File: config.mk
export PLATFORM = sky130hd
export DESIGN_NAME = cross_modulated_oscillator_ring
export DESIGN_NICKNAME = d
export VERILOG_FILES = /design/src/hdl/cmor_pkg.sv /design/src/hdl/cross_modulated_oscillator_ring.sv
export SDC_FILE = /design/constraint.sdc
export NUM_CORES = 2
export LEC_CHECK = 0
export ABC_AREA = 1
export ABC_CLOCK_PERIOD_IN_PS = 12600
export BUFFER_PORTS_ARGS = -buffer_cell sky130_fd_sc_hd__buf_4
export CAP_MARGIN = 20
export CORE_UTILIZATION = 55
export CTS_CLUSTER_SIZE = 24
export DETAILED_ROUTE_END_ITERATION = 16
export MAX_ROUTING_LAYER = met4
export PLACE_DENSITY = 0.82
export SLEW_MARGIN = 10
export SYNTH_ARGS = -nofsm -noshare
export SYNTH_HDL_FRONTEND = slang
export SYNTH_SLANG_ARGS = --single-unit
File: constraint.sdc
create_clock -name clk -period 12.6 [get_ports clk]
set_input_delay 2.52 -clock clk [delete_from_list [all_inputs] [get_ports clk]]
set_output_delay 2.52 -clock clk [all_outputs]
set_load 0.02 [all_outputs]
File: src/hdl/cmor_pkg.sv
package cmor_pkg;

  localparam int NOSC = 5;
  localparam logic [32:0] BASE_HZ_Q16 = 33'd17145922;

  // Register indexes on the configuration port.
  localparam logic [2:0] REG_BASE_PITCH    = 3'd0;
  localparam logic [2:0] REG_SHAPE_KNOB    = 3'd1;
  localparam logic [2:0] REG_SAMPLE_PERIOD = 3'd2;
  localparam logic [2:0] REG_OSC_TUNE_0    = 3'd3;

  localparam logic [22:0] SAMPLE_PERIOD_RESET = 23'd89478;

  typedef enum logic [28:0] {
    ST_IDLE    = 29'd1 << 0,
    ST_EXP_MUL = 29'd1 << 1,
    ST_EXP_ACC = 29'd1 << 2,
    ST_P_MUL   = 29'd1 << 3,
    ST_P_SUM   = 29'd1 << 4,
    ST_HZ_MUL  = 29'd1 << 5,
    ST_HZ_RND  = 29'd1 << 6,
    ST_T_MUL   = 29'd1 << 7,
    ST_P_UPD   = 29'd1 << 8,
    ST_W_FOLD  = 29'd1 << 9,
    ST_W_SQ    = 29'd1 << 10,
    ST_W_X2    = 29'd1 << 11,
    ST_W_C3M   = 29'd1 << 12,
    ST_W_C3    = 29'd1 << 13,
    ST_W_C2M   = 29'd1 << 14,
    ST_W_C2    = 29'd1 << 15,
    ST_W_C1M   = 29'd1 << 16,
    ST_W_C1    = 29'd1 << 17,
    ST_W_SM    = 29'd1 << 18,
    ST_W_S     = 29'd1 << 19,
    ST_L_MUL   = 29'd1 << 20,
    ST_L_ACC   = 29'd1 << 21,
    ST_E_MUL   = 29'd1 << 22,
    ST_E_CHK   = 29'd1 << 23,
    ST_R_SET   = 29'd1 << 24,
    ST_A_MUL   = 29'd1 << 25,
    ST_A_FIN   = 29'd1 << 26,
    ST_DONE    = 29'd1 << 27,
    ST_SPARE   = 29'd1 << 28
  } state_t;

  // Q16 values of 2^(2^-k), k = 1..11, for one bit of an 11-bit fraction.
  function automatic logic [32:0] exp_coef(input logic [3:0] k);
    logic [32:0] c;
    unique case (k)
      4'd0:    c = 33'd92682;
      4'd1:    c = 33'd77936;
      4'd2:    c = 33'd71468;
      4'd3:    c = 33'd68438;
      4'd4:    c = 33'd66971;
      4'd5:    c = 33'd66250;
      4'd6:    c = 33'd65892;
      4'd7:    c = 33'd65714;
      4'd8:    c = 33'd65625;
      4'd9:    c = 33'd65580;
      4'd10:   c = 33'd65558;
      default: c = 33'd65536;
    endcase
    return c;
  endfunction

endpackage

File: src/hdl/cross_modulated_oscillator_ring.sv
// Each accepted beat is worked through step by step on one shared
// 33x33 multiplier that serves the exponent, pitch, sine, log and shape steps in turn.
// The input stalls until the result is loaded, so a beat is finished before the next is taken.
// A finished result waits in the output register while the next beat is taken.
// Reset (synchronous, active high) zeroes all phases and previous outputs and restores
// register defaults.
module cross_modulated_oscillator_ring import cmor_pkg::*; #(
  parameter int PHASE_BITS = 24
) (
  input  logic               clk,
  input  logic               rst,
  input  logic               in_valid,
  output logic               in_stall,
  input  logic signed [15:0] base_pitch_cv,
  input  logic signed [15:0] shape_cv,
  input  logic signed [15:0] mod_cv_0,
  input  logic signed [15:0] mod_cv_1,
  input  logic signed [15:0] mod_cv_2,
  input  logic signed [15:0] mod_cv_3,
  input  logic signed [15:0] mod_cv_4,
  input  logic        [4:0]  mod_connected,
  output logic               out_valid,
  input  logic               out_stall,
  output logic signed [14:0] wave_out_0,
  output logic signed [14:0] wave_out_1,
  output logic signed [14:0] wave_out_2,
  output logic signed [14:0] wave_out_3,
  output logic signed [14:0] wave_out_4,
  input  logic               cfg_we,
  input  logic        [2:0]  cfg_index,
  input  logic        [31:0] cfg_data
);

  state_t state, exp_ret;

  logic signed [13:0] base_pitch;
  logic        [13:0] shape_knob;
  logic        [22:0] sample_period;
  logic        [31:0] osc_tune [NOSC];

  logic [PHASE_BITS-1:0] osc_phase [NOSC];
  logic [15:0]           last_wave [NOSC];

  logic signed [15:0] cv_r;
  logic signed [15:0] mod_r [NOSC];
  logic        [4:0]  conn_r;
  logic        [6:0]  uw_hi;
  logic        [16:0] mq;
  logic        [2:0]  j;

  logic [10:0] exp_f;
  logic [3:0]  exp_k;
  logic [16:0] exp_m;

  logic [10:0] e_raw;
  logic [25:0] hz;
  logic [16:0] xv, x2, tc, mant, rv;
  logic [1:0]  quad;
  logic [4:0]  lg_int, ish;
  logic [15:0] frac;
  logic [3:0]  it;

  logic signed [32:0] ma, mb;
  logic signed [65:0] prod;

  // Combinational helpers.
  logic signed [19:0] uw20;
  logic [2:0]         prev_j;
  logic signed [15:0] mval;
  logic signed [18:0] sum19;
  logic signed [33:0] p22;
  logic [33:0]        u34;
  logic [47:0]        hz_tmp;
  logic [33:0]        exp_tmp;
  logic [48:0]        tval;
  logic signed [12:0] sh;
  logic signed [12:0] nsh;
  logic [63:0]        shv;
  logic [PHASE_BITS-1:0] inc;
  logic [17:0]        p18;
  logic [17:0]        s18;
  logic [16:0]        av;
  logic [4:0]         lead;
  logic [17:0]        sq;
  logic [20:0]        nl;
  logic [37:0]        ev;
  logic [6:0]         rsh;
  logic [15:0]        eq11;
  logic [31:0]        amp_tmp;
  logic [15:0]        val;

  assign in_stall = (state != ST_IDLE);

  always_comb begin
    uw20   = 20'sd131072 - (20'(shape_cv) + $signed({6'b0, shape_knob}));
    prev_j = (j == 3'd0) ? 3'(NOSC - 1) : j - 3'd1;
    mval   = conn_r[j] ? mod_r[j] : $signed(last_wave[prev_j]);
    sum19  = 19'(cv_r) + 19'(base_pitch) + 19'($signed(osc_tune[j][31:16]));
    p22    = (34'(sum19) <<< 11) + 34'($signed(prod[31:0]));
    u34    = 34'(p22 + 34'sd4294967296);
    hz_tmp = prod[47:0] + 48'd32768;
    exp_tmp = prod[33:0] + 34'd32768;

    // Phase increment: scale the Q16 product by 2^(e + PHASE_BITS - 48) and saturate.
    tval = prod[48:0];
    sh   = $signed({2'b0, e_raw}) - 13'sd1072 + 13'(PHASE_BITS);
    nsh  = -sh;
    shv  = '0;
    if (sh >= 13'sd0) begin
      shv = {15'b0, tval} << sh[3:0];
    end else if (nsh < 13'sd64) begin
      shv = {15'b0, tval} >> nsh[5:0];
    end
    if (tval == '0) begin
      inc = '0;
    end else if (sh > 13'sd14 || shv[63:PHASE_BITS] != '0) begin
      inc = '1;
    end else begin
      inc = shv[PHASE_BITS-1:0];
    end

    p18 = 18'({osc_phase[j], 18'b0} >> PHASE_BITS);

    s18 = prod[33:16];
    av  = (s18 > 18'd65536) ? 17'd65536 : s18[16:0];
    lead = 5'd0;
    for (int i = 0; i < 17; i++) begin
      if (av[i]) lead = 5'(i);
    end

    sq  = prod[33:16];
    nl  = {lg_int, 16'b0} - {5'b0, frac};
    rsh = 7'd80 - uw_hi;
    ev  = prod[37:0] >> rsh;
    eq11 = ev[20:5];
    amp_tmp = prod[31:0] + 32'd32768;
    val = amp_tmp[31:16];
  end

  // Operand selection for the shared multiplier.
  always_comb begin
    ma = '0;
    mb = '0;
    unique case (state)
      ST_EXP_MUL: begin
        ma = {16'b0, exp_m};
        mb = exp_f[4'd10 - exp_k] ? exp_coef(exp_k) : 33'd65536;
      end
      ST_P_MUL: begin
        ma = 33'($signed(osc_tune[j][15:0]));
        mb = 33'(mval);
      end
      ST_HZ_MUL: begin
        ma = BASE_HZ_Q16;
        mb = {16'b0, exp_m};
      end
      ST_T_MUL: begin
        ma = {7'b0, hz};
        mb = {10'b0, sample_period};
      end
      ST_W_SQ: begin
        ma = {16'b0, xv};
        mb = {16'b0, xv};
      end
      ST_W_C3M: begin
        ma = {16'b0, x2};
        mb = 33'd307;
      end
      ST_W_C2M, ST_W_C1M: begin
        ma = {16'b0, x2};
        mb = {16'b0, tc};
      end
      ST_W_SM: begin
        ma = {16'b0, xv};
        mb = {16'b0, tc};
      end
      ST_L_MUL: begin
        ma = {16'b0, mant};
        mb = {16'b0, mant};
      end
      ST_E_MUL: begin
        ma = {12'b0, nl};
        mb = {16'b0, mq};
      end
      ST_A_MUL: begin
        ma = {16'b0, rv};
        mb = 33'd10240;
      end
      default: begin
        ma = '0;
        mb = '0;
      end
    endcase
  end

  always_ff @(posedge clk) begin
    prod <= ma * mb;
  end

  always_ff @(posedge clk) begin
    if (rst) begin
      state         <= ST_IDLE;
      exp_ret       <= ST_IDLE;
      base_pitch    <= '0;
      shape_knob    <= '0;
      sample_period <= SAMPLE_PERIOD_RESET;
      out_valid     <= 1'b0;
      j             <= '0;
      for (int i = 0; i < NOSC; i++) begin
        osc_tune[i]  <= '0;
        osc_phase[i] <= '0;
        last_wave[i] <= '0;
      end
    end else begin
      if (cfg_we) begin
        unique case (cfg_index)
          REG_BASE_PITCH:    base_pitch    <= $signed(cfg_data[13:0]);
          REG_SHAPE_KNOB:    shape_knob    <= cfg_data[13:0];
          REG_SAMPLE_PERIOD: sample_period <= cfg_data[22:0];
          default:           osc_tune[cfg_index - REG_OSC_TUNE_0] <= cfg_data;
        endcase
      end

      // In ST_DONE the valid flag is either reloaded or held by the stalled result.
      if (out_valid && !out_stall && state != ST_DONE) out_valid <= 1'b0;

      unique case (state)
        ST_IDLE: begin
          if (in_valid) begin
            cv_r     <= base_pitch_cv;
            mod_r[0] <= mod_cv_0;
            mod_r[1] <= mod_cv_1;
            mod_r[2] <= mod_cv_2;
            mod_r[3] <= mod_cv_3;
            mod_r[4] <= mod_cv_4;
            conn_r   <= mod_connected;
            uw_hi    <= uw20[17:11];
            exp_f    <= uw20[10:0];
            exp_k    <= '0;
            exp_m    <= 17'd65536;
            exp_ret  <= ST_P_MUL;
            j        <= '0;
            state    <= ST_EXP_MUL;
          end
        end
        ST_EXP_MUL: state <= ST_EXP_ACC;
        ST_EXP_ACC: begin
          exp_m <= exp_tmp[32:16];
          if (exp_k == 4'd10) begin
            // The shape exponent is computed only once, ahead of the pitch loop, and kept for every oscillator.
            if (exp_ret == ST_P_MUL) mq <= exp_tmp[32:16];
            state <= exp_ret;
          end else begin
            exp_k <= exp_k + 4'd1;
            state <= ST_EXP_MUL;
          end
        end
        ST_P_MUL: state <= ST_P_SUM;
        ST_P_SUM: begin
          e_raw   <= u34[32:22];
          exp_f   <= u34[21:11];
          exp_k   <= '0;
          exp_m   <= 17'd65536;
          exp_ret <= ST_HZ_MUL;
          state   <= ST_EXP_MUL;
        end
        ST_HZ_MUL: state <= ST_HZ_RND;
        ST_HZ_RND: begin
          hz    <= hz_tmp[41:16];
          state <= ST_T_MUL;
        end
        ST_T_MUL: state <= ST_P_UPD;
        ST_P_UPD: begin
          osc_phase[j] <= osc_phase[j] + inc;
          if (j == 3'(NOSC - 1)) begin
            j     <= '0;
            state <= ST_W_FOLD;
          end else begin
            j     <= j + 3'd1;
            state <= ST_P_MUL;
          end
        end
        ST_W_FOLD: begin
          quad  <= p18[17:16];
          xv    <= p18[16] ? 17'd65536 - {1'b0, p18[15:0]} : {1'b0, p18[15:0]};
          state <= ST_W_SQ;
        end
        ST_W_SQ: state <= ST_W_X2;
        ST_W_X2: begin
          x2    <= prod[32:16];
          state <= ST_W_C3M;
        end
        ST_W_C3M: state <= ST_W_C3;
        ST_W_C3: begin
          tc    <= 17'd5223 - prod[32:16];
          state <= ST_W_C2M;
        end
        ST_W_C2M: state <= ST_W_C2;
        ST_W_C2: begin
          tc    <= 17'd42334 - prod[32:16];
          state <= ST_W_C1M;
        end
        ST_W_C1M: state <= ST_W_C1;
        ST_W_C1: begin
          tc    <= 17'd102944 - prod[32:16];
          state <= ST_W_SM;
        end
        ST_W_SM: state <= ST_W_S;
        ST_W_S: begin
          if (av == '0) begin
            last_wave[j] <= '0;
            if (j == 3'(NOSC - 1)) begin
              j     <= '0;
              state <= ST_DONE;
            end else begin
              j     <= j + 3'd1;
              state <= ST_W_FOLD;
            end
          end else begin
            mant   <= 17'(av << (5'd16 - lead));
            lg_int <= 5'd16 - lead;
            frac   <= '0;
            it     <= '0;
            state  <= ST_L_MUL;
          end
        end
        ST_L_MUL: state <= ST_L_ACC;
        ST_L_ACC: begin
          // One fraction bit of the log per squaring.
          if (sq[17]) begin
            mant <= sq[17:1];
            frac <= {frac[14:0], 1'b1};
          end else begin
            mant <= sq[16:0];
            frac <= {frac[14:0], 1'b0};
          end
          if (it == 4'd15) begin
            state <= ST_E_MUL;
          end else begin
            it    <= it + 4'd1;
            state <= ST_L_MUL;
          end
        end
        ST_E_MUL: state <= ST_E_CHK;
        ST_E_CHK: begin
          if (ev >= 38'd1114112) begin
            last_wave[j] <= '0;
            if (j == 3'(NOSC - 1)) begin
              j     <= '0;
              state <= ST_DONE;
            end else begin
              j     <= j + 3'd1;
              state <= ST_W_FOLD;
            end
          end else begin
            ish <= eq11[15:11];
            if (eq11[10:0] == '0) begin
              rv    <= 17'(17'd65536 >> eq11[15:11]);
              state <= ST_A_MUL;
            end else begin
              exp_f   <= 11'(12'd2048 - {1'b0, eq11[10:0]});
              exp_k   <= '0;
              exp_m   <= 17'd65536;
              exp_ret <= ST_R_SET;
              state   <= ST_EXP_MUL;
            end
          end
        end
        ST_R_SET: begin
          rv    <= exp_m >> ({1'b0, ish} + 6'd1);
          state <= ST_A_MUL;
        end
        ST_A_MUL: state <= ST_A_FIN;
        ST_A_FIN: begin
          last_wave[j] <= quad[1] ? -val : val;
          if (j == 3'(NOSC - 1)) begin
            j     <= '0;
            state <= ST_DONE;
          end else begin
            j     <= j + 3'd1;
            state <= ST_W_FOLD;
          end
        end
        ST_DONE: begin
          if (!out_valid || !out_stall) begin
            wave_out_0 <= $signed(last_wave[0][14:0]);
            wave_out_1 <= $signed(last_wave[1][14:0]);
            wave_out_2 <= $signed(last_wave[2][14:0]);
            wave_out_3 <= $signed(last_wave[3][14:0]);
            wave_out_4 <= $signed(last_wave[4][14:0]);
            out_valid  <= 1'b1;
            state      <= ST_IDLE;
          end
        end
        default: state <= ST_IDLE;
      endcase
    end
  end

endmodule

==> results.cfg <==
[synthesis]
synth_top_cell_by_area = edfxtp_1
avgSynthCellArea_um2 = 8.811
ys.flop_type = edfxtp_1
syn_nets = 11130
seq_area_frac_synth_pct = 36.88
synth_top_area_share_pct = 33.32
netlist_instances = 9830
syn_area_um2 = 86620
yosysMostFrequentCell = nand2_1
synth_cell_types = 82
synthTopCellsByCount = 1,818 x nand2_1, 1,620 x inv_1, 1,310 x nor2_1
yosys_register_bits = 1115
synth_top_cells_by_area = edfxtp_1 33%, fa_1 19%, nand2_1 7.9%
synth_edf_count = 961
synth_warnings = 0
synthArstFlopShare_pct = 0

[sta]
clock_skew_ns = 0.08701
tns_ns = 0
period_share_pct = 91.53
tightestPinTransition_ns = 1.263
grt_setup_unrepaired = false
max_slew_margin_pct = 15.08
final_max_slew_viol_count = 0
hold_viol_final = 0
max_clock_freq_mhz = 86.71
fin_crit_ns = 11.53
finalSetupViolations = 0

[floorplan]
start_util_pct = 55.45
die_w_um = 398.8
rows = 145
die_area_um2 = 159100
coreArea_um2 = 156200
die_h_um = 398.8
io_pins = 234

[detailed_routing]
wl_per_cell_um = 24.71
drtIter0Drc = 10020
vias_per_cell = 6.017
drtPass1Iterations = 6
wl_um = 299200
post-route-drc-count = 0
via_count = 72840
antenna_left = 0

[flow_run]
drv_cap = 0

[clock_network]
clockRootBuffer = clkbuf_16
cts-buffers-inserted = 109
postCtsSetupRepairBufs = 0
cts_sinks = 1115
clock_path_buffers = 3
cts_resized = 0
cts_tree = built
clock_latency_ns = 0.78
clk_pin_slew_ns = 0.07
htree_levels = 3
hold_buffers = 0

[placement]
place_area_um2 = 90760
finalWeightedCongestion = 1.095
port_buffers = 233
dp_hpwl_um = 229700

[power_and_ir_drop]
p_leak_nw = 42.83
ir_drop_uv = 125.3
power_density_nw_per_um2 = 101.8

[critical_path]
critical_path_class = reg2reg
rr_startpoint = j[0]$_SDFFE_PP0P_
r2r_slack_ns = 1.07
r2r-end = prod[38]$_DFF_P_
end_kind = flop
worst_ep_required_time_ns = 13.19
reg2regPathDepth = 41
worst_ep_arrival_time_ns = 12.12
worstPathMaxFanout = 24
slowest_stage = o21ai_0
start_kind = flop
critical_path.max_stage_delay_ns = 0.73

[cells_and_area]
nFillCells = 12950
nNetsFinal = 11240
drive_gt1_share_pct = 7.372
design_area_um2 = 94510
fin_util_pct = 60.51
syn_to_final_growth_pct = 9.118

[global_routing]
grt_overflow = 0
grt_usage_pct = 38.72
grt_pass1_wl_um = 442800
grt_pass1_vias = 71850
antenna_found_initial = 29
grt_max_degree = 141

[outcome]
status = finished, final reports clean

[hold_path]
hp-start = last_wave[0][0]$_SDFFCE_PN0P_
min_path_type = reg2reg
holdPathEnd = wave_out_0[0]$_DFFE_PP_
min_path_cells = 0
-- how the worst max path moves through the flow --
stage / slack (ns) / from / cells past startpoint / end
6_report: 1.07 / j[0]$_SDFFE_PP0P_ / 41 / prod[38]$_DFF_P_
5_1_grt: 0.80 / j[0]$_SDFFE_PP0P_ / 44 / prod[46]$_DFF_P_
4_1_cts: 1.42 / j[0]$_SDFFE_PP0P_ / 42 / prod[46]$_DFF_P_
3_5_place_dp: 1.57 / j[0]$_SDFFE_PP0P_ / 42 / prod[46]$_DFF_P_
3_3_place_gp: 1.71 / j[0]$_SDFFE_PP0P_ / 35 / prod[48]$_DFF_P_
2_1_floorplan: 2.93 / j[0]$_SDFFE_PP0P_ / 40 / prod[48]$_DFF_P_
-- registers in the layout, indices dropped and copies added (netlist names), 23 cells and up, named ones only --
| signal | flops |
|---|---|
| prod | 49 |
| osc_phase | 192 |
| hz | 26 |
| mod_r | 80 |
| last_wave | 128 |
| state | 28 |
| sample_period | 23 |
| osc_tune | 256 |
-- power breakdown --
| part | internal [mW] | leakage (nW) | switching, mW |
|---|---|---|---|
| combinational | 0.588 | 30.9 | 1.39 |
| sequential | 4.20 | 10.1 | 0.0777 |
| clock | 1.89 | 1.78 | 1.49 |
-- cells by family after synthesis --
group	count (synthesis)	share of synthesized area (%)
and+or+nand+nor	3627	16.85
buffers and inverters	2119	9.395
AOI/OAI and AO/OA	1546	10.38
adders and majority gates	1146	23.57
DFF	1115	36.88
xor gates and xnor gates	216	2.230
muxes	61	0.7049
-- critical path: cells and delay by family, from the launching register on --
family                   cells  cell delay (ns)
adder cells (fa/ha/maj)      9             3.95
AND/OR/NAND/NOR             12             2.11
AO/OA/AOI/OAI                8             2.08
XOR/XNOR                     1             0.26
flip-flops                   1             0.49
buffers and inverters       11             2.44
-- through the flow --
step / power [mW] / hold slack (ns) / setup WS [ns] / instances
2_1_floorplan: 5.609 / 0.4208 / 2.930 / 9830
3_3_place_gp: 6.191 / 0.4332 / 1.705 / 11880
3_5_place_dp: 6.247 / 0.4425 / 1.573 / 11880
4_1_cts: 9.554 / 0.4159 / 1.422 / 12080
5_1_grt: 9.920 / 0.4351 / 0.7984 / 12100
6_report: 9.626 / 0.4188 / 1.067 / 12110
-- layout make-up --
cell class / instances / area, um^2 / area share, %
clock buffers: 144 / 2994 / 3.168
diodes: 23 / 57.56 / 0.06090
well taps: 2058 / 2575 / 2.724
multi-input cells: 6596 / 46680 / 49.39
inverters: 1679 / 6312 / 6.679
repair buffers: 431 / 3296 / 3.487
clock inverters: 60 / 645.6 / 0.6831
flip-flops and latches: 1115 / 31950 / 33.80
-- metal layers --
layer | share of wire [%] | vias to the layer above | global-route usage [%]
met5 | 0 | - | -
met4 | 7.0 | 0 | 23.25
met3 | 12 | 937 | 9.106
met2 | 44 | 4930 | 57.07
met1 | 36 | 35120 | 48.54
li1 | - | 31860 | -
-- cell usage in the layout (no fill, tap or decap), drive strengths merged, types with 17 or more instances in the layout --
cell type and instances:
a21oi 357, clkbuf 144, clkinv 73, xnor2 69, xor2 146, nor3 83
a32o 41, mux2i 61, ha 337, edfxtp 961, a32oi 17, nand2 1836
or2 28, nor4 28, buf 431, fa 809, nand3 252, nand4 50
diode 23, a31oi 55, o31ai 20, inv 1654, o22ai 96, nor2 1326
a221oi 36, o21ai 734, o211ai 65, dfxtp 154
Note: power is estimated with default switching activity, not from simulation.
